===== src/rtl/id3hp_pkg.sv =====
// ----------------------------------------------------------------------------
// ID3v2 header parser package
// Shared types, phase codes, result kinds, status codes and header constants.
// ----------------------------------------------------------------------------
package id3hp_pkg;

  localparam int SizeW = 28;
  localparam int SyncW = 7;

  localparam logic [7:0] MagicI    = 8'h49;
  localparam logic [7:0] MagicD    = 8'h44;
  localparam logic [7:0] Magic3    = 8'h33;
  localparam logic [7:0] BadVer    = 8'hFF;
  localparam logic [7:0] FlagsLow  = 8'h0F;
  localparam logic [7:0] SyncTop   = 8'h80;
  localparam int         ExtBit    = 6;
  localparam logic [7:0] LastSync  = 8'd3;

  localparam logic [3:0] PH_IDLE       = 4'd0;
  localparam logic [3:0] PH_MAGIC_D    = 4'd1;
  localparam logic [3:0] PH_MAGIC_3    = 4'd2;
  localparam logic [3:0] PH_VERSION    = 4'd3;
  localparam logic [3:0] PH_REVISION   = 4'd4;
  localparam logic [3:0] PH_FLAGS      = 4'd5;
  localparam logic [3:0] PH_SIZE       = 4'd6;
  localparam logic [3:0] PH_EXT_SIZE   = 4'd7;
  localparam logic [3:0] PH_COUNT      = 4'd8;
  localparam logic [3:0] PH_FLAG_BYTES = 4'd9;

  localparam logic [1:0] KIND_FLAG   = 2'd0;
  localparam logic [1:0] KIND_ACCEPT = 2'd1;
  localparam logic [1:0] KIND_REJECT = 2'd2;

  localparam logic [2:0] ST_OK          = 3'd0;
  localparam logic [2:0] ST_NO_TAG      = 3'd1;
  localparam logic [2:0] ST_BAD_VERSION = 3'd2;
  localparam logic [2:0] ST_BAD_FLAGS   = 3'd3;
  localparam logic [2:0] ST_BAD_SIZE    = 3'd4;
  localparam logic [2:0] ST_BAD_EXT     = 3'd5;

  typedef struct packed {
    logic [7:0] data_byte;
    logic       start_of_stream;
  } item_t;

  typedef struct packed {
    logic [1:0]       kind;
    logic [2:0]       status;
    logic [7:0]       major_version;
    logic [7:0]       revision_number;
    logic [7:0]       header_flags;
    logic [SizeW-1:0] tag_size;
    logic [SizeW-1:0] ext_hdr_size;
    logic [7:0]       flag_byte_count;
    logic [7:0]       flag_byte_index;
    logic [7:0]       flag_byte_value;
  } res_t;

endpackage


===== src/rtl/id3hp_ifs.sv =====
// ----------------------------------------------------------------------------
// ID3v2 header parser channels
// Valid/ready channels for input bytes and parse results.
// ----------------------------------------------------------------------------
interface id3hp_in_if;
  logic       valid;
  logic       ready;
  logic [7:0] data_byte;
  logic       start_of_stream;

  modport source (output valid, output data_byte, output start_of_stream, input ready);
  modport sink   (input valid, input data_byte, input start_of_stream, output ready);
endinterface

interface id3hp_out_if;
  logic        valid;
  logic        ready;
  logic [1:0]  kind;
  logic [2:0]  status;
  logic [7:0]  major_version;
  logic [7:0]  revision_number;
  logic [7:0]  header_flags;
  logic [27:0] tag_size;
  logic [27:0] ext_hdr_size;
  logic [7:0]  flag_byte_count;
  logic [7:0]  flag_byte_index;
  logic [7:0]  flag_byte_value;

  modport source (output valid, output kind, output status, output major_version,
                  output revision_number, output header_flags, output tag_size,
                  output ext_hdr_size, output flag_byte_count,
                  output flag_byte_index, output flag_byte_value, input ready);
  modport sink   (input valid, input kind, input status, input major_version,
                  input revision_number, input header_flags, input tag_size,
                  input ext_hdr_size, input flag_byte_count,
                  input flag_byte_index, input flag_byte_value, output ready);
endinterface


===== src/rtl/id3hp_in_stage.sv =====
// ----------------------------------------------------------------------------
// ID3v2 header parser input stage
// Registers each incoming word and holds it until the parser consumes it.
// ----------------------------------------------------------------------------
module id3hp_in_stage (
  input  logic                clk,
  input  logic                rst_n,
  id3hp_in_if.sink            in_ch,
  input  logic                advance,
  output logic                item_valid,
  output id3hp_pkg::item_t    item
);
  import id3hp_pkg::*;

  logic  valid_r;
  item_t item_r;

  assign in_ch.ready = !valid_r || advance;
  assign item_valid  = valid_r;
  assign item        = item_r;

  always_ff @(posedge clk) begin
    if (!rst_n) begin
      valid_r <= 1'b0;
    end else if (in_ch.ready) begin
      valid_r <= in_ch.valid;
    end
  end

  always_ff @(posedge clk) begin
    if (in_ch.valid && in_ch.ready) begin
      item_r.data_byte       <= in_ch.data_byte;
      item_r.start_of_stream <= in_ch.start_of_stream;
    end
  end

endmodule


===== src/rtl/id3hp_parse.sv =====
// ----------------------------------------------------------------------------
// ID3v2 header parser state machine
// Checks and decodes one header byte per step and forms its result, if any.
// ----------------------------------------------------------------------------
module id3hp_parse (
  input  logic             clk,
  input  logic             rst_n,
  input  logic             advance,
  input  id3hp_pkg::item_t item,
  output logic             res_valid,
  output id3hp_pkg::res_t  res
);
  import id3hp_pkg::*;

  logic [3:0]       phase_r,    phase_nxt;
  logic [7:0]       pos_r,      pos_nxt;
  logic [7:0]       ver_r,      ver_nxt;
  logic [7:0]       rev_r,      rev_nxt;
  logic [7:0]       flags_r,    flags_nxt;
  logic [SizeW-1:0] size_r,     size_nxt;
  logic [SizeW-1:0] ext_r,      ext_nxt;
  logic [7:0]       count_r,    count_nxt;
  logic [7:0]       b;
  logic [SizeW-1:0] size_shift;
  logic [SizeW-1:0] ext_shift;
  logic [7:0]       pos_inc;
  res_t             base;

  assign b          = item.data_byte;
  assign size_shift = {size_r[SizeW-SyncW-1:0], b[SyncW-1:0]};
  assign ext_shift  = {ext_r[SizeW-SyncW-1:0], b[SyncW-1:0]};
  assign pos_inc    = pos_r + 8'd1;

  always_comb begin
    base                 = '0;
    base.kind            = KIND_ACCEPT;
    base.status          = ST_OK;
    base.major_version   = ver_r;
    base.revision_number = rev_r;
    base.header_flags    = flags_r;
    base.tag_size        = size_r;
    base.ext_hdr_size    = flags_r[ExtBit] ? ext_r : '0;
    base.flag_byte_count = flags_r[ExtBit] ? count_r : '0;
  end

  always_comb begin
    phase_nxt = phase_r;
    pos_nxt   = pos_r;
    ver_nxt   = ver_r;
    rev_nxt   = rev_r;
    flags_nxt = flags_r;
    size_nxt  = size_r;
    ext_nxt   = ext_r;
    count_nxt = count_r;
    res_valid = 1'b0;
    res       = '0;
    res.kind  = KIND_REJECT;

    if (item.start_of_stream) begin
      phase_nxt = PH_MAGIC_D;
      pos_nxt   = '0;
      ver_nxt   = '0;
      rev_nxt   = '0;
      flags_nxt = '0;
      size_nxt  = '0;
      ext_nxt   = '0;
      count_nxt = '0;
      if (b != MagicI) begin
        res_valid  = 1'b1;
        res.status = ST_NO_TAG;
        phase_nxt  = PH_IDLE;
      end
    end else begin
      unique case (phase_r)
        PH_IDLE: begin
        end
        PH_MAGIC_D: begin
          if (b != MagicD) begin
            res_valid  = 1'b1;
            res.status = ST_NO_TAG;
            phase_nxt  = PH_IDLE;
          end else begin
            phase_nxt = PH_MAGIC_3;
          end
        end
        PH_MAGIC_3: begin
          if (b != Magic3) begin
            res_valid  = 1'b1;
            res.status = ST_NO_TAG;
            phase_nxt  = PH_IDLE;
          end else begin
            phase_nxt = PH_VERSION;
          end
        end
        PH_VERSION: begin
          if (b == BadVer) begin
            res_valid  = 1'b1;
            res.status = ST_BAD_VERSION;
            phase_nxt  = PH_IDLE;
          end else begin
            ver_nxt   = b;
            phase_nxt = PH_REVISION;
          end
        end
        PH_REVISION: begin
          if (b == BadVer) begin
            res_valid  = 1'b1;
            res.status = ST_BAD_VERSION;
            phase_nxt  = PH_IDLE;
          end else begin
            rev_nxt   = b;
            phase_nxt = PH_FLAGS;
          end
        end
        PH_FLAGS: begin
          if ((b & FlagsLow) != 8'd0) begin
            res_valid  = 1'b1;
            res.status = ST_BAD_FLAGS;
            phase_nxt  = PH_IDLE;
          end else begin
            flags_nxt = b;
            pos_nxt   = '0;
            size_nxt  = '0;
            phase_nxt = PH_SIZE;
          end
        end
        PH_SIZE: begin
          if ((b & SyncTop) != 8'd0) begin
            res_valid  = 1'b1;
            res.status = ST_BAD_SIZE;
            phase_nxt  = PH_IDLE;
          end else begin
            size_nxt = size_shift;
            pos_nxt  = pos_inc;
            if (pos_r == LastSync) begin
              pos_nxt = '0;
              if (!flags_r[ExtBit]) begin
                res_valid    = 1'b1;
                res          = base;
                res.tag_size = size_shift;
                phase_nxt    = PH_IDLE;
              end else begin
                ext_nxt   = '0;
                phase_nxt = PH_EXT_SIZE;
              end
            end
          end
        end
        PH_EXT_SIZE: begin
          if ((b & SyncTop) != 8'd0) begin
            res_valid  = 1'b1;
            res.status = ST_BAD_EXT;
            phase_nxt  = PH_IDLE;
          end else begin
            ext_nxt = ext_shift;
            pos_nxt = pos_inc;
            if (pos_r == LastSync) begin
              pos_nxt   = '0;
              phase_nxt = PH_COUNT;
            end
          end
        end
        PH_COUNT: begin
          count_nxt           = b;
          pos_nxt             = '0;
          phase_nxt           = (b == 8'd0) ? PH_IDLE : PH_FLAG_BYTES;
          res_valid           = 1'b1;
          res                 = base;
          res.flag_byte_count = b;
        end
        PH_FLAG_BYTES: begin
          pos_nxt = pos_inc;
          if (pos_inc >= count_r) begin
            phase_nxt = PH_IDLE;
          end
          res_valid           = 1'b1;
          res                 = base;
          res.kind            = KIND_FLAG;
          res.flag_byte_index = pos_r;
          res.flag_byte_value = b;
        end
        default: begin
          phase_nxt = PH_IDLE;
        end
      endcase
    end
  end

  always_ff @(posedge clk) begin
    if (!rst_n) begin
      phase_r <= PH_IDLE;
      pos_r   <= '0;
      ver_r   <= '0;
      rev_r   <= '0;
      flags_r <= '0;
      size_r  <= '0;
      ext_r   <= '0;
      count_r <= '0;
    end else if (advance) begin
      phase_r <= phase_nxt;
      pos_r   <= pos_nxt;
      ver_r   <= ver_nxt;
      rev_r   <= rev_nxt;
      flags_r <= flags_nxt;
      size_r  <= size_nxt;
      ext_r   <= ext_nxt;
      count_r <= count_nxt;
    end
  end

endmodule


===== src/rtl/id3hp_out_stage.sv =====
// ----------------------------------------------------------------------------
// ID3v2 header parser result register
// Holds one result word on the output channel until it is taken.
// ----------------------------------------------------------------------------
module id3hp_out_stage (
  input  logic            clk,
  input  logic            rst_n,
  input  logic            advance,
  input  logic            res_valid,
  input  id3hp_pkg::res_t res,
  output logic            free,
  id3hp_out_if.source     out_ch
);
  import id3hp_pkg::*;

  logic valid_r;
  res_t res_r;

  assign free         = !valid_r || out_ch.ready;
  assign out_ch.valid = valid_r;

  assign out_ch.kind            = res_r.kind;
  assign out_ch.status          = res_r.status;
  assign out_ch.major_version   = res_r.major_version;
  assign out_ch.revision_number = res_r.revision_number;
  assign out_ch.header_flags    = res_r.header_flags;
  assign out_ch.tag_size        = res_r.tag_size;
  assign out_ch.ext_hdr_size    = res_r.ext_hdr_size;
  assign out_ch.flag_byte_count = res_r.flag_byte_count;
  assign out_ch.flag_byte_index = res_r.flag_byte_index;
  assign out_ch.flag_byte_value = res_r.flag_byte_value;

  always_ff @(posedge clk) begin
    if (!rst_n) begin
      valid_r <= 1'b0;
    end else if (advance) begin
      valid_r <= res_valid;
    end else if (out_ch.ready) begin
      valid_r <= 1'b0;
    end
  end

  always_ff @(posedge clk) begin
    if (advance && res_valid) begin
      res_r <= res;
    end
  end

endmodule


===== src/rtl/id3v2_header_parser.sv =====
// ----------------------------------------------------------------------------
// ID3v2 tag header parser
// Takes one stream byte per clock while results drain and reports the decoded
// header, each extended flag byte, or a rejection with its status code.
// ----------------------------------------------------------------------------
// The parser takes one byte every clock while results are being taken. A
// byte is held in the input register, checked and decoded by the header
// state machine, and its result, if any, is written to the output register
// when the state machine advances on that byte. A stalled result register
// holds the state machine and, once the input register is also full, drops
// in_ch.ready. A byte with start_of_stream set always restarts the header.
module id3v2_header_parser (
  input  logic         clk,
  input  logic         rst_n,
  id3hp_in_if.sink     in_ch,
  id3hp_out_if.source  out_ch
);
  import id3hp_pkg::*;

  logic  item_valid;
  item_t item;
  logic  res_valid;
  res_t  res;
  logic  out_free;
  logic  advance;

  assign advance = item_valid && out_free;

  id3hp_in_stage u_in (
    .clk        (clk),
    .rst_n      (rst_n),
    .in_ch      (in_ch),
    .advance    (advance),
    .item_valid (item_valid),
    .item       (item)
  );

  id3hp_parse u_parse (
    .clk       (clk),
    .rst_n     (rst_n),
    .advance   (advance),
    .item      (item),
    .res_valid (res_valid),
    .res       (res)
  );

  id3hp_out_stage u_out (
    .clk       (clk),
    .rst_n     (rst_n),
    .advance   (advance),
    .res_valid (res_valid),
    .res       (res),
    .free      (out_free),
    .out_ch    (out_ch)
  );

endmodule


===== src/flat_wrapper.sv =====
// flat-port wrapper written by rule: the top's interface ports become plain ports
module id3v2_header_parser_flat import id3hp_pkg::*;
  (clk, rst_n, in_ch_valid, in_ch_data_byte, in_ch_start_of_stream, in_ch_ready, out_ch_valid, out_ch_kind, out_ch_status, out_ch_major_version, out_ch_revision_number, out_ch_header_flags, out_ch_tag_size, out_ch_ext_hdr_size, out_ch_flag_byte_count, out_ch_flag_byte_index, out_ch_flag_byte_value, out_ch_ready);
  id3hp_in_if in_ch_i ();
  id3hp_out_if out_ch_i ();
  input  logic clk;
  input  logic rst_n;
  input wire logic [$bits(in_ch_i.valid)-1:0] in_ch_valid;
  input wire logic [$bits(in_ch_i.data_byte)-1:0] in_ch_data_byte;
  input wire logic [$bits(in_ch_i.start_of_stream)-1:0] in_ch_start_of_stream;
  output wire logic [$bits(in_ch_i.ready)-1:0] in_ch_ready;
  output wire logic [$bits(out_ch_i.valid)-1:0] out_ch_valid;
  output wire logic [$bits(out_ch_i.kind)-1:0] out_ch_kind;
  output wire logic [$bits(out_ch_i.status)-1:0] out_ch_status;
  output wire logic [$bits(out_ch_i.major_version)-1:0] out_ch_major_version;
  output wire logic [$bits(out_ch_i.revision_number)-1:0] out_ch_revision_number;
  output wire logic [$bits(out_ch_i.header_flags)-1:0] out_ch_header_flags;
  output wire logic [$bits(out_ch_i.tag_size)-1:0] out_ch_tag_size;
  output wire logic [$bits(out_ch_i.ext_hdr_size)-1:0] out_ch_ext_hdr_size;
  output wire logic [$bits(out_ch_i.flag_byte_count)-1:0] out_ch_flag_byte_count;
  output wire logic [$bits(out_ch_i.flag_byte_index)-1:0] out_ch_flag_byte_index;
  output wire logic [$bits(out_ch_i.flag_byte_value)-1:0] out_ch_flag_byte_value;
  input wire logic [$bits(out_ch_i.ready)-1:0] out_ch_ready;
  assign in_ch_i.valid = in_ch_valid;
  assign in_ch_i.data_byte = in_ch_data_byte;
  assign in_ch_i.start_of_stream = in_ch_start_of_stream;
  assign in_ch_ready = in_ch_i.ready;
  assign out_ch_valid = out_ch_i.valid;
  assign out_ch_kind = out_ch_i.kind;
  assign out_ch_status = out_ch_i.status;
  assign out_ch_major_version = out_ch_i.major_version;
  assign out_ch_revision_number = out_ch_i.revision_number;
  assign out_ch_header_flags = out_ch_i.header_flags;
  assign out_ch_tag_size = out_ch_i.tag_size;
  assign out_ch_ext_hdr_size = out_ch_i.ext_hdr_size;
  assign out_ch_flag_byte_count = out_ch_i.flag_byte_count;
  assign out_ch_flag_byte_index = out_ch_i.flag_byte_index;
  assign out_ch_flag_byte_value = out_ch_i.flag_byte_value;
  assign out_ch_i.ready = out_ch_ready;
  id3v2_header_parser u_core (.clk(clk), .rst_n(rst_n), .in_ch(in_ch_i), .out_ch(out_ch_i));
endmodule

===== config.mk =====
export PLATFORM = sky130hd
export DESIGN_NAME = id3v2_header_parser_flat
export DESIGN_NICKNAME = d
export VERILOG_FILES = /design/src/rtl/id3hp_pkg.sv /design/src/rtl/id3hp_ifs.sv /design/src/rtl/id3hp_in_stage.sv /design/src/rtl/id3hp_parse.sv /design/src/rtl/id3hp_out_stage.sv /design/src/rtl/id3v2_header_parser.sv /design/src/flat_wrapper.sv
export SDC_FILE = /design/constraint.sdc
export NUM_CORES = 1
export LEC_CHECK = 0
export ABC_AREA = 1
export BUFFER_PORTS_ARGS = -buffer_cell sky130_fd_sc_hd__buf_2
export CORE_MARGIN = 2
export CORE_UTILIZATION = 52
export CTS_CLUSTER_DIAMETER = 40
export DETAILED_ROUTE_END_ITERATION = 8
export PLACE_DENSITY = 0.76
export SYNTH_ARGS = -nofsm -noshare
export SYNTH_HDL_FRONTEND = slang
export SYNTH_SLANG_ARGS = --single-unit

===== constraint.sdc =====
create_clock -name clk -period 3.4 [get_ports clk]
set_input_delay 0.34 -clock clk [delete_from_list [all_inputs] [get_ports clk]]
set_output_delay 0.34 -clock clk [all_outputs]
set_load 0.01 [all_outputs]

# Word level (Yosys, flattened, before mapping)

Cells that the tools add are included.

Flip-flop bits (word level): 220
Output and inout port bits: 111
Input bits: 13

Eq/ne operators: 26
Multiplexer cells: 70
Reduce and logical (&&, ||, !) cells: 29
Order comparisons: 1
Add/sub/neg operators: 1

Operators with widths:

| operator            | count |
|---|---|
| $pmux 104 s3        | 1 |
| $mux 28             | 9 |
| $mux 109            | 2 |
| $mux 8              | 15 |
| $pmux 28 s2         | 2 |
| $mux 104            | 1 |
| $pmux 4 s10         | 1 |
| $pmux 8 s4          | 1 |
| $mux 4              | 7 |
| $mux 3              | 7 |
| $pmux 3 s6          | 1 |
| $eq 4x3->1 const B  | 4 |
| $mux 1              | 16 |
| $ne 8x7->1 const B  | 2 |
| $ne 3x2->1 const B  | 4 |
| $mux 2              | 5 |
| $reduce_bool 2->1   | 5 |
| $ne 3x3->1 const B  | 3 |
| $reduce_and 3->1    | 3 |
| $add 8x1->8 const B | 1 |
| $eq 4x2->1 const B  | 2 |
| $eq 4x4->1 const B  | 2 |
| $eq 8x2->1 const B  | 1 |
| $eq 8x8->1 const B  | 1 |
| other kinds (20)    | 31 |

# Logic depth before layout (Yosys ltp)

Gate-level depths: netlist of the first run.

Word-level depth: 6
Gate-level depth with buffers: 20
Depth with buffers taken out: 20

# By module

Synthesis of the first run repeated with hierarchy kept, for this count alone.

Cell total of the unflattened synthesis: 1029
Area total of the unflattened synthesis: 9430.3 µm²

Modules (own cells, without submodules):

| module              | cells each | times used | area each (µm²) |
|---|---|---|---|
| id3hp_parse         | 893        | 1          | 5773.0 |
| id3hp_out_stage     | 118        | 1          | 3328.2 |
| id3hp_in_stage      | 16         | 1          | 321.6 |
| id3v2_header_parser | 2          | 1          | 7.5 |

# Least setup slack after synthesis of the first run

OpenSTA, ideal clock, no wires.

Kind: flip-flop to flip-flop
From: register u_core.u_parse.pos_r[0]
To: register u_core.u_out.res_r (netlist bit u_core.u_out.out_ch.ext_hdr_size[0]) (enable)
Slack: -0.384 ns
Data required time: 2.937 ns
Stages on the path, launching flop included: 10
Arrival time: 3.321 ns
Clock period less this slack: 3.784 ns
Setup time: 0.463 ns
Cells stage by stage: dfxtp_1 > ha_1 > nand2_1 > nor2_1 > nand2_2 > o21ai_0 > nand2_1 > nand3_1 > nand2_1 > inv_1

Longest elaborated chain between the ends: 6

RTL lines:

| item                   | RTL line              | RTL |
|---|---|---|
| from (decl)            | id3hp_parse.sv:16     | `logic [7:0] pos_r, pos_nxt;` |
| from (signal assigned) | id3hp_parse.sv:201    | `pos_r <= pos_nxt;` |
| $eq 8x2->1             | id3hp_parse.sv:135    | `if (pos_r == LastSync) begin` |
| $mux 1                 | id3hp_parse.sv:135    |  |
| $mux 1                 | id3hp_parse.sv:128    | `if ((b & SyncTop) != 8'd0) begin` |
| $pmux 1 s7             | id3hp_parse.sv:74     | `unique case (phase_r)` |
| $mux 1                 | id3hp_parse.sv:59     | `if (item.start_of_stream) begin` |
| $logic_and 1x1->1      | id3hp_out_stage.sv:44 | `if (advance && res_valid) begin` |
| to (signal assigned)   | id3hp_out_stage.sv:45 | `res_r <= res;` |
| to (decl)              | id3hp_out_stage.sv:17 | `res_t res_r;` |

Every way passes these cells.
A chain may end at the register's enable or synchronous reset.

# Worst setup path in the final report of the first run

From: register u_core.u_in.item_r (netlist bit u_core.u_in.item[6])
To: register u_core.u_out.res_r (netlist bit u_core.u_out.out_ch.major_version[7]) (enable)

Longest elaborated chain between the ends: 5
Elaborated cells between the ends (all ways): 11
Classes of those cells: 4 x eq/ne; 6 x mux; 1 x reduce/logical

RTL lines:

| item                                     | RTL line                              | RTL |
|---|---|---|
| from (decl)                              | id3hp_in_stage.sv:16                  | `item_t item_r;` |
| $eq 8x8->1, or another cell as far along | id3hp_parse.sv:96, id3hp_parse.sv:106 |  |
| $mux 1 (on tied branches)                | n/a                                   |  |
| $pmux 1 s7                               | id3hp_parse.sv:74                     |  |
| $mux 1 *                                 | id3hp_parse.sv:59                     |  |
| $logic_and 1x1->1 *                      | id3hp_out_stage.sv:44                 |  |

Mark *: on every way between the ends. The rest lies on a longest branch, timed or not.

==> results list, run 1 <==
- The flow ran to the end, and the final reports show no timing, DRC or antenna violations.
* Number of filler cells placed in the layout: 1,526
- Setup slack on the worst flop-to-flop path: 900 ps
- Clock-pin slew on the worst setup and hold paths: 60 ps
- Number of synthesized flops with an enable pin: 118
- Total routed wirelength: approximately 22,000 microns
- The Yosys step of the flow raised 0 warnings.
- Library cell used as clock root buffer: sky130_fd_sc_hd__clkbuf_16
- Non-filler cells, final: 1,417
- Headroom to the max-slew limit: 40.5%
- DIE AREA: around 19,000 sq um
- Drc violations: 0
- GRT Util Overall: 22.7%
- Summing all multi-input logic gate instances after layout gives ~3200 sq um.
* Static leakage power: roughly 4.2 nW
* Share of synthesized registers carrying an async set or reset: 0%
- Total Power Consumption: 6.33 mW
- Met1 track utilization from global routing: 32.6%
* Final setup skew: about 9.5 ps
- In this run the horizontal extent of the chip is 139 microns.
- Worst EP arrival: 2770 ps
* Number of clock sinks seen by CTS: 220
- The count of nets left with antenna violations once routing finished came out at 0.
- After floorplanning, the core was divided into 49 placement rows.
- Leading post-synthesis cells by cell area: sky130_fd_sc_hd__edfxtp_1, sky130_fd_sc_hd__dfxtp_1, sky130_fd_sc_hd__nand2_1, sky130_fd_sc_hd__nor2_1, sky130_fd_sc_hd__a21oi_1
- Derived from the worst setup path, the maximum achievable clock frequency is 0.400 GHz.
* Busiest grt layer: met2
* Destination of the worst hold path: u_core.u_in.item[6]$_DFFE_PP_
- Synthesis instantiated 32 different standard cells from the library.
* Worst-skew pair later-pin latency: 520 ps
- Crit path capture type: flip-flop
- From synthesis to final layout, the design area changed by 18.4%.
- CTS built an H-tree with a depth of 1.
- Total clock buffers created by CTS: 28
- Final setup vio count: 0
- Summing every instance area after synthesis gives 9510 sq um.
- Largest net degree at the start of global routing: 73
* Most common cell in the netlist: sky130_fd_sc_hd__nand2_1
- Total Neg Setup Slack: 0 ps
- Number of register bits inferred by synthesis: 220
* Area share of the largest cell type after synthesis: 37.3%
- The largest total area in the synthesized netlist belongs to sky130_fd_sc_hd__edfxtp_1.
- Along the worst path, the maximum fanout reaches 32.
* Layout cell share with drive strength beyond 1: slightly below 20%
- Kind of launch point of the worst setup path: flip-flop
- Counting cells, the worst reg-to-reg path comes to 11.
* Reg2reg end: u_core.u_out.out_ch.major_version[7]$_SDFFCE_PP0P_
- Post-DP HPWL: 14,600 microns
* Crit share post-route: 73.6%
- The max-slew violation total from the final report is 0.
* Global Route met2 Usage: 36.3%
* Unrepaired setup endpoints after global routing: false
- Dividing the synthesized area by the synthesized cell count gives between 9 and 10 sq um.
- Routability-driven placement finished with a final weighted congestion of 0.967.
* Count of mapped cells out of synthesis: between 1,000 and 1,500
- The via count of the first global-routing pass came to 7,047.
- 124 I/O pins were placed.
- Detailed routing inserted a total of 7,506 vias.
- Worst-case setup margin in the final layout: 897 ps
- The most used flip-flop cell after synthesis is sky130_fd_sc_hd__edfxtp_1.
* Number of diodes: 0
* Global Route met3 Usage: under 10%
- Post-layout min period: 2500 ps
* Post-place setup slack: 898 ps
* Cells on Worst Hold Path: 1
* Slew of the pin with the lowest slew margin: between 800 and 900 ps
- Total Nets Final: 1,188
* Sequential cell area in the final layout: 5590 sq um
* Antenna violations before repair: 0
- FF-to-FF Start: u_core.u_in.item[6]$_DFFE_PP_
- After the first detailed-routing iteration, the DRC count stood at 587.
* Power per cell area: approximately 560 nW/um^2
* Net Count, Synth: 1,071
* Max VDD drop: 420 uV
- Of the synthesized area, sequential elements account for 58.8%.
- For this configuration, the core starts out at a cell density of 52.9%.
- TritonCTS clock tree: done
- Port-buffer cells: 123
* Average vias per placed instance: 5.30
* Start-to-end type of the worst setup path: flip-flop to flip-flop
- Core outline area: 18,000 sq um
* Most frequent cells after synthesis: sky130_fd_sc_hd__nand2_1, sky130_fd_sc_hd__nor2_1, sky130_fd_sc_hd__edfxtp_1, sky130_fd_sc_hd__a21oi_1, sky130_fd_sc_hd__dfxtp_1
- Hold WC Path Type: input port to flip-flop
* Placed cell count: 1,358
- Per-cell routed wire length: 15.8 microns
* CP Data Required Time: 3670 ps
- Count of endpoints failing hold in the final timing report: 0
- Maximum Capacitance Violations: 0
* Leftover overflow at the end of global routing: 0
- HP Start: in_ch_data_byte[5]
* Number of iterations in the first detailed-routing pass: 5
* Vertical die dimension: around 140 microns
* Maximum clock insertion buffer count: 3
- First-pass GRT wire length: 36,200 microns
registers in the layout, summed over array words and instances, names as in the netlist, 2 cells and up:
register,cells
u_core.u_parse.flags_r,8
u_core.u_parse.count_r,8
u_core.u_parse.pos_r,8
u_core.u_out.out_ch.flag_byte_value,8
u_core.u_parse.ver_r,8
u_core.u_parse.ext_r,28
u_core.u_parse.size_r,28
u_core.u_out.out_ch.revision_number,8
u_core.u_parse.phase_r,4
u_core.u_out.out_ch.flag_byte_index,8
u_core.u_parse.rev_r,8
u_core.u_out.out_ch.flag_byte_count,8
u_core.u_out.out_ch.header_flags,8
u_core.u_out.out_ch.major_version,8
u_core.u_in.item,9
u_core.u_out.out_ch.tag_size,28
u_core.u_out.out_ch.status,3
u_core.u_out.out_ch.kind,2
u_core.u_out.out_ch.ext_hdr_size,28
repair_timing:
item / in CTS / in global routing
hold endpoints to repair: 7 / 0
hold buffers: 7 / 0
setup buffers: 0 / 0
resized for setup: 0 / 0
cell families after synthesis:
| group | count (synthesis) | synth area share [%] |
|---|---|---|
| buffers and inverters | 172 | 7.82 |
| xor gates and xnor gates | 4 | 0.369 |
| DFF | 220 | 58.8 |
| and+or+nand+nor | 465 | 21.9 |
| adders and majority gates | 9 | 1.18 |
| AOI/OAI and AO/OA | 179 | 9.99 |
through the flow:
step / hold slack [ps] / instance area [sq um] / utilization [%]
2_1_floorplan: 425 / 9510 / -
3_5_place_dp: 448 / 10200 / 57.0
4_1_cts: 2.62 / 11300 / 62.6
3_3_place_gp: 435 / 10200 / 57.0
6_report: 16.4 / 11300 / 62.6
5_1_grt: 2.45 / 11300 / 62.6
where the power goes:
part           switching, mW  total, mW  leakage (nW)  internal (mW)
combinational          0.318      0.448          1.79          0.130
sequential            0.0502       2.95          1.94           2.90
clock                   1.14       2.93         0.458           1.79
cell usage in the layout (no fill, tap or decap), types with 22 or more instances in the layout:
cell / n
sky130_fd_sc_hd__buf_2: 123
sky130_fd_sc_hd__nand3_1: 55
sky130_fd_sc_hd__clkbuf_16: 30
sky130_fd_sc_hd__nand4_1: 25
sky130_fd_sc_hd__edfxtp_1: 118
sky130_fd_sc_hd__nand2_1: 177
sky130_fd_sc_hd__o21ai_0: 43
sky130_fd_sc_hd__nor2_1: 156
sky130_fd_sc_hd__inv_1: 100
sky130_fd_sc_hd__nor3_1: 22
sky130_fd_sc_hd__a21oi_1: 116
sky130_fd_sc_hd__dfxtp_1: 102
area by class of cell:
cell class / instances / area share (%)
multi-input cells: 657 / 28.2
clock inverters: 18 / 1.51
inverters: 117 / 3.94
clock buffers: 34 / 6.90
flip-flops and latches: 220 / 49.6
well taps: 229 / 2.55
repair buffers: 142 / 7.23
worst max-delay path, stage by stage, from the launching register on:
cell and delay [ps]:
sky130_fd_sc_hd__edfxtp_1 450, sky130_fd_sc_hd__nor2_1 170, sky130_fd_sc_hd__nand2_1 70, sky130_fd_sc_hd__nor2_1 180, sky130_fd_sc_hd__nand2_1 90, sky130_fd_sc_hd__nand2_1 60, sky130_fd_sc_hd__nand2_1 40, sky130_fd_sc_hd__nor2_1 110
sky130_fd_sc_hd__nand3_1 80, sky130_fd_sc_hd__nand2_1 140, sky130_fd_sc_hd__clkinvlp_4 460, sky130_fd_sc_hd__buf_12 370
routing by layer:
metal,share of wire (%),wire (microns),up-vias
met3,6.9,1540,34
li1,-,-,3712
met2,46,10400,281
met4,1.8,400,0
met1,45,10100,3479
met5,0,0,-
worst max-delay path by stage:
| stage | end | from | slack, ps | cells after the start |
|---|---|---|---|---|
| after floorplan | u_core.u_out.out_ch.ext_hdr_size[0]$_SDFFCE_PP0P_ | u_core.u_in.item[6]$_DFFE_PP_ | 210 | 10 |
| after global placement | u_core.u_out.out_ch.tag_size[14]$_SDFFCE_PP0P_ | out_ch_ready | 910 | 10 |
| after detailed placement | u_core.u_out.out_ch.header_flags[1]$_SDFFCE_PP0P_ | out_ch_ready | 900 | 10 |
| after CTS | u_core.u_out.out_ch.major_version[2]$_SDFFCE_PP0P_ | u_core.u_in.item[6]$_DFFE_PP_ | 910 | 11 |
| after global routing | u_core.u_parse.phase_r[1]$_SDFFE_PN0P_ | u_core.u_parse.pos_r[0]$_SDFFE_PN0P_ | 600 | 18 |
| final | u_core.u_out.out_ch.major_version[7]$_SDFFCE_PP0P_ | u_core.u_in.item[6]$_DFFE_PP_ | 900 | 11 |
No activity file was read; power rests on OpenSTA's default activity.
==> run 2: changes to the inputs <==
--- a/config.mk
+++ b/config.mk
@@ -5,13 +5,13 @@
 export SDC_FILE = /design/constraint.sdc
 export NUM_CORES = 1
 export LEC_CHECK = 0
-export ABC_AREA = 1
+export ABC_AREA = 0
 export BUFFER_PORTS_ARGS = -buffer_cell sky130_fd_sc_hd__buf_2
 export CORE_MARGIN = 2
-export CORE_UTILIZATION = 52
+export CORE_UTILIZATION = 53
 export CTS_CLUSTER_DIAMETER = 40
 export DETAILED_ROUTE_END_ITERATION = 8
-export PLACE_DENSITY = 0.76
+export PLACE_DENSITY = 0.74
 export SYNTH_ARGS = -nofsm -noshare
 export SYNTH_HDL_FRONTEND = slang
 export SYNTH_SLANG_ARGS = --single-unit
==> constraint.sdc (replaced) <==
create_clock -name clk -period 2.5 [get_ports clk]
set_input_delay 0.25 -clock clk [delete_from_list [all_inputs] [get_ports clk]]
set_output_delay 0.25 -clock clk [all_outputs]
set_load 0.01 [all_outputs]
==> run 2 against run 1 <==
Global-route usage up 0.22 points. Total power up 24%. Synthesized cell count down 20%. Largest power group unchanged. Via count decreased by 5.6%. Largest cell class unchanged.
==> results list, run 2 <==
- Run status: completed
- Leftover overflow at the end of global routing: 0
- Crit share post-route: 96.7%
- The HPWL after detailed placement is 14,600 microns.
* Number of filler cells placed in the layout: between 1,000 and 1,500
- Cell internal power dissipation: a little over 6 mW
* Kind of launch point of the worst setup path: flip-flop
- The endpoint identified for the worst register-to-register timing path is u_core.u_out.out_ch.major_version[4]$_SDFFCE_PP0P_.
- Clock latency on the worst-skew pair, taken at its later pin, is 520 ps.
* Power per cell area: 684 nW/um^2
- Worst r2r path cells: 9
* Family with the most delay on the worst path: simple AND/OR/NAND/NOR gates
* Core outline area: 17,100 sq um
* Total clock buffers created by CTS: 27
- In this design, the stage delay of the slowest critical-path cell is 420 ps.
- Clock tree synthesis selected as its root buffer the cell sky130_fd_sc_hd__clkbuf_16.
- Count of mapped cells out of synthesis: ~840
* Switching Share: 21.5%
- During synthesis, Yosys emitted a total of 0 warnings.
- Number of register bits inferred by synthesis: 220
- Final setup vio count: 0
- Together, buffers and inverters on the worst path number 4.
- Io pins: 124
- Largest area contributor in the synthesized netlist: sky130_fd_sc_hd__edfxtp_1
* Row cnt: between 40 and 50
- The share of total power dissipated in sequential elements is 48.8%.
- The sequential cells in the finished layout cover a total of 5600 sq um.
* Share of synthesized registers carrying an async set or reset: 0%
- TritonCTS built the clock tree.
- Via count of the first global-routing pass: 6,477
- Across the routed clock network, the largest skew measured is 18.4 ps.
- Static leakage power: between 4 and 5 nW
- Initial Utilization: 53.7%
* CP Data Required Time: ~2700 ps
- Each instance of the synthesized netlist takes up on average approximately 11 sq um.
* Final ANT Viol Nets: 0
- Most used DFF post-synth: sky130_fd_sc_hd__edfxtp_1
- The worst pin sits at a relative slew slack of 54.9%.
* Most frequent cells after synthesis: sky130_fd_sc_hd__edfxtp_1, sky130_fd_sc_hd__dfxtp_1, sky130_fd_sc_hd__nor2_1, sky130_fd_sc_hd__nand3_1, sky130_fd_sc_hd__and2_1
- The worst setup path is of the flip-flop to flip-flop kind.
- The initial antenna violation count came to 0.
- Setup slack on the worst flop-to-flop path: around 82 ps
- Drc violations: 0
- At the worst endpoint, the arrival time is 2640 ps.
- Leading cell type in the layout, fill and taps excluded: sky130_fd_sc_hd__buf_2
- Destination of the worst hold path: u_core.u_in.item_valid$_SDFFE_PN0N_
- The tree built by TritonCTS fans out to between 200 and 250 sinks.
- Of the cells placed in the final design, the portion with a size suffix greater than 1 is about a quarter.
- The count of buffers added on input and output ports is between 100 and 150.
- Across the run, the number of max-cap violations was 0.
- When the netlist entered floorplanning its net count stood at 865.
- HP Start: out_ch_ready
- STA classifies the critical path endpoint as a flip-flop.
* Per-cell routed wire length: 17.7 microns
- After the flow finishes, the layout carries non-filler instances totaling 1,245.
* Clock-pin slew on the worst setup and hold paths: about 60 ps
- Share of total power in the clock network: a little under half
* Worst path cell trace: buf_4 -> nand4_1 -> or2_4 -> nor2_2 -> nor3_4 -> nor4_4 -> buf_4 -> buf_4 -> buf_12
- Vertical die dimension: ~140 microns
- Number of diodes: 0
- No sink is reached through more buffers than the 3 on the longest clock path.
- Number of synthesized flops with an enable pin: between 100 and 150
- Counting tap cells, the placed design contains a total of 1,177 instances.
- Most common cell in the netlist: sky130_fd_sc_hd__edfxtp_1
* Cells on Worst Hold Path: 4
- Number of iterations in the first detailed-routing pass: 5
- Total routed wirelength: 22,000 microns
- In this design, the critical path's most frequently occurring cell is sky130_fd_sc_hd__buf_4.
* Area of the multi-input gates: 3430 sq um
- Hold WC Path Type: input port to flip-flop
- The first routing iteration left 654 violations.
- In this run the number of H-tree levels came out at 1.
- Post-layout min period: 2420 ps
- Floorplan die width: approximately 140 microns
- On the critical path, the stage with the largest delay is an instance of sky130_fd_sc_hd__edfxtp_1.
- Summed over all nets, the switching power comes to 1.69 mW.
* Largest net degree at the start of global routing: 74
- Timing would allow up to 0.414 GHz.
- Slew of the pin with the lowest slew margin: 677 ps
* GRT Util Overall: a little under a quarter
- Leading post-synthesis cells by cell area: sky130_fd_sc_hd__edfxtp_1, sky130_fd_sc_hd__dfxtp_1, sky130_fd_sc_hd__nor2_1, sky130_fd_sc_hd__and2_1, sky130_fd_sc_hd__a22oi_1
* Pins over their slew limit: 0
- Fin Hold WS: 91.4 ps
* FF-to-FF Start: u_core.u_in.item[8]$_DFFE_PP_
* Max VDD drop: 522 uV
* Vias: between 7,000 and 8,000
- Combinational logic is responsible for 3.6% of the overall power.
* DIE AREA: 18,400 sq um
* Leading cell types in the layout, fill and taps excluded: sky130_fd_sc_hd__buf_2, sky130_fd_sc_hd__edfxtp_1, sky130_fd_sc_hd__nor2_1
- Largest driver fanout on the critical path: 21
- For this run, the post-layout net count is 1,022.
- The first global-routing pass estimated 33,600 microns of wire.
- Distinct cell type count of the synthesized netlist: 71
* Area share of the largest cell type after synthesis: 38.6%
- Average vias per placed instance: 5.69
* Post-layout utilization of the core: 67.1%
- From synthesis to final layout, the design area changed by 25.1%.
- Placer's final routability congestion estimate: 0.954
- Fraction of the yosys area taken by sequential cells: 60.8%
- Mapped Area: 9180 sq um
* Count of endpoints failing hold in the final timing report: 0
[run 2: cell count changes in the layout (fill, tap and decap cells not counted), moves of 13 or more]
cell / previous run / this run
sky130_fd_sc_hd__nand4_1: 25 / 4
sky130_fd_sc_hd__inv_2: 14 / 1
sky130_fd_sc_hd__a22oi_1: 0 / 43
sky130_fd_sc_hd__o21ai_0: 43 / 6
sky130_fd_sc_hd__buf_4: 9 / 48
sky130_fd_sc_hd__nor2_1: 156 / 99
sky130_fd_sc_hd__nor3_1: 22 / 9
sky130_fd_sc_hd__a21oi_1: 116 / 37
sky130_fd_sc_hd__mux2i_1: 0 / 21
sky130_fd_sc_hd__nand2_1: 177 / 57
sky130_fd_sc_hd__o21ai_1: 11 / 25
sky130_fd_sc_hd__and2_1: 0 / 59
sky130_fd_sc_hd__inv_1: 100 / 13
[run 2: metal layers]
layer | up-vias | GRT usage [%] | share of wire (%)
li1 | 3360 | - | -
met1 | 3392 | 32.9 | 43
met2 | 302 | 36.8 | 48
met3 | 32 | 3.14 | 6.9
met4 | 0 | 6.13 | 1.9
met5 | - | 0 | 0
[run 2: cells by family (layout without fill, tap and decap cells)]
logic type                 after synthesis  in the layout  synth area share, %
buffers and inverters                   76            253                 3.75
and+or+nand+nor                        349            349                 19.4
muxes                                   22             22                 2.41
AOI/OAI and AO/OA                      161            161                 11.9
xor gates and xnor gates                 6              6                0.572
adders and majority gates                9              9                 1.23
DFF                                    220            220                 60.8
[run 2: how the worst max path moves through the flow]
stage / cells past startpoint / endpoint / start
global route: 9 / u_core.u_out.out_ch.flag_byte_count[2]$_SDFFCE_PP0P_ / u_core.u_parse.pos_r[0]$_SDFFE_PN0P_
finish: 9 / u_core.u_out.out_ch.major_version[4]$_SDFFCE_PP0P_ / u_core.u_in.item[8]$_DFFE_PP_
detailed placement: 10 / u_core.u_parse.phase_r[0]$_SDFFE_PN0P_ / u_core.u_parse.pos_r[0]$_SDFFE_PN0P_
CTS: 10 / u_core.u_parse.phase_r[0]$_SDFFE_PN0P_ / u_core.u_parse.pos_r[0]$_SDFFE_PN0P_
floorplan: 6 / u_core.u_out.out_ch.ext_hdr_size[0]$_SDFFCE_PP0P_ / u_core.u_parse.phase_r[3]$_SDFFE_PN0P_
global placement: 10 / u_core.u_parse.phase_r[0]$_SDFFE_PN0P_ / u_core.u_parse.pos_r[0]$_SDFFE_PN0P_
[run 2: what timing repair did]
action / CTS / global route
buffers inserted: 0 / 8
hold buffers: 10 / 0
gates resized for setup: 0 / 23
setup endpoints to repair: 0 / 108
endpoints found under the hold margin: 10 / 0
[run 2: tightest hold or removal path, cell delays in order]
cell and delay [ps]:
sky130_fd_sc_hd__buf_2 90, sky130_fd_sc_hd__nor2b_1 50, sky130_fd_sc_hd__a21oi_1 130, sky130_fd_sc_hd__nor2_1 40
[run 2: layout make-up]
class                      count  area share [%]
clock buffer                  35            6.59
clock inverter                14            1.09
inverter                      15           0.490
multi-input combinational    547            29.9
sequential                   220            48.7
tap                          225            2.45
timing repair buffer         189            10.8
[run 2: stage by stage]
stage / instance area, sq um / setup WS, ps / total power [mW] / TNS, ps
2_1_floorplan: 9280 / -2600 / 4.08 / -283280
3_5_place_dp: 10300 / 26.5 / 4.17 / 0
3_3_place_gp: 10300 / 16.6 / 4.16 / 0
6_report: 11500 / 82.0 / 7.86 / 0
5_1_grt: 11500 / -3.16 / 8.08 / -10.9
4_1_cts: 11300 / 1.25 / 7.89 / 0
[run 2: power by group through the flow]
stage | clock network (mW) | registers (mW) | logic [mW]
floorplan | 0 | 3.91 | 0.167
global placement | 0 | 3.91 | 0.253
detailed placement | 0 | 3.91 | 0.255
CTS | 3.78 | 3.84 | 0.268
global route | 3.94 | 3.84 | 0.307
finish | 3.74 | 3.83 | 0.285
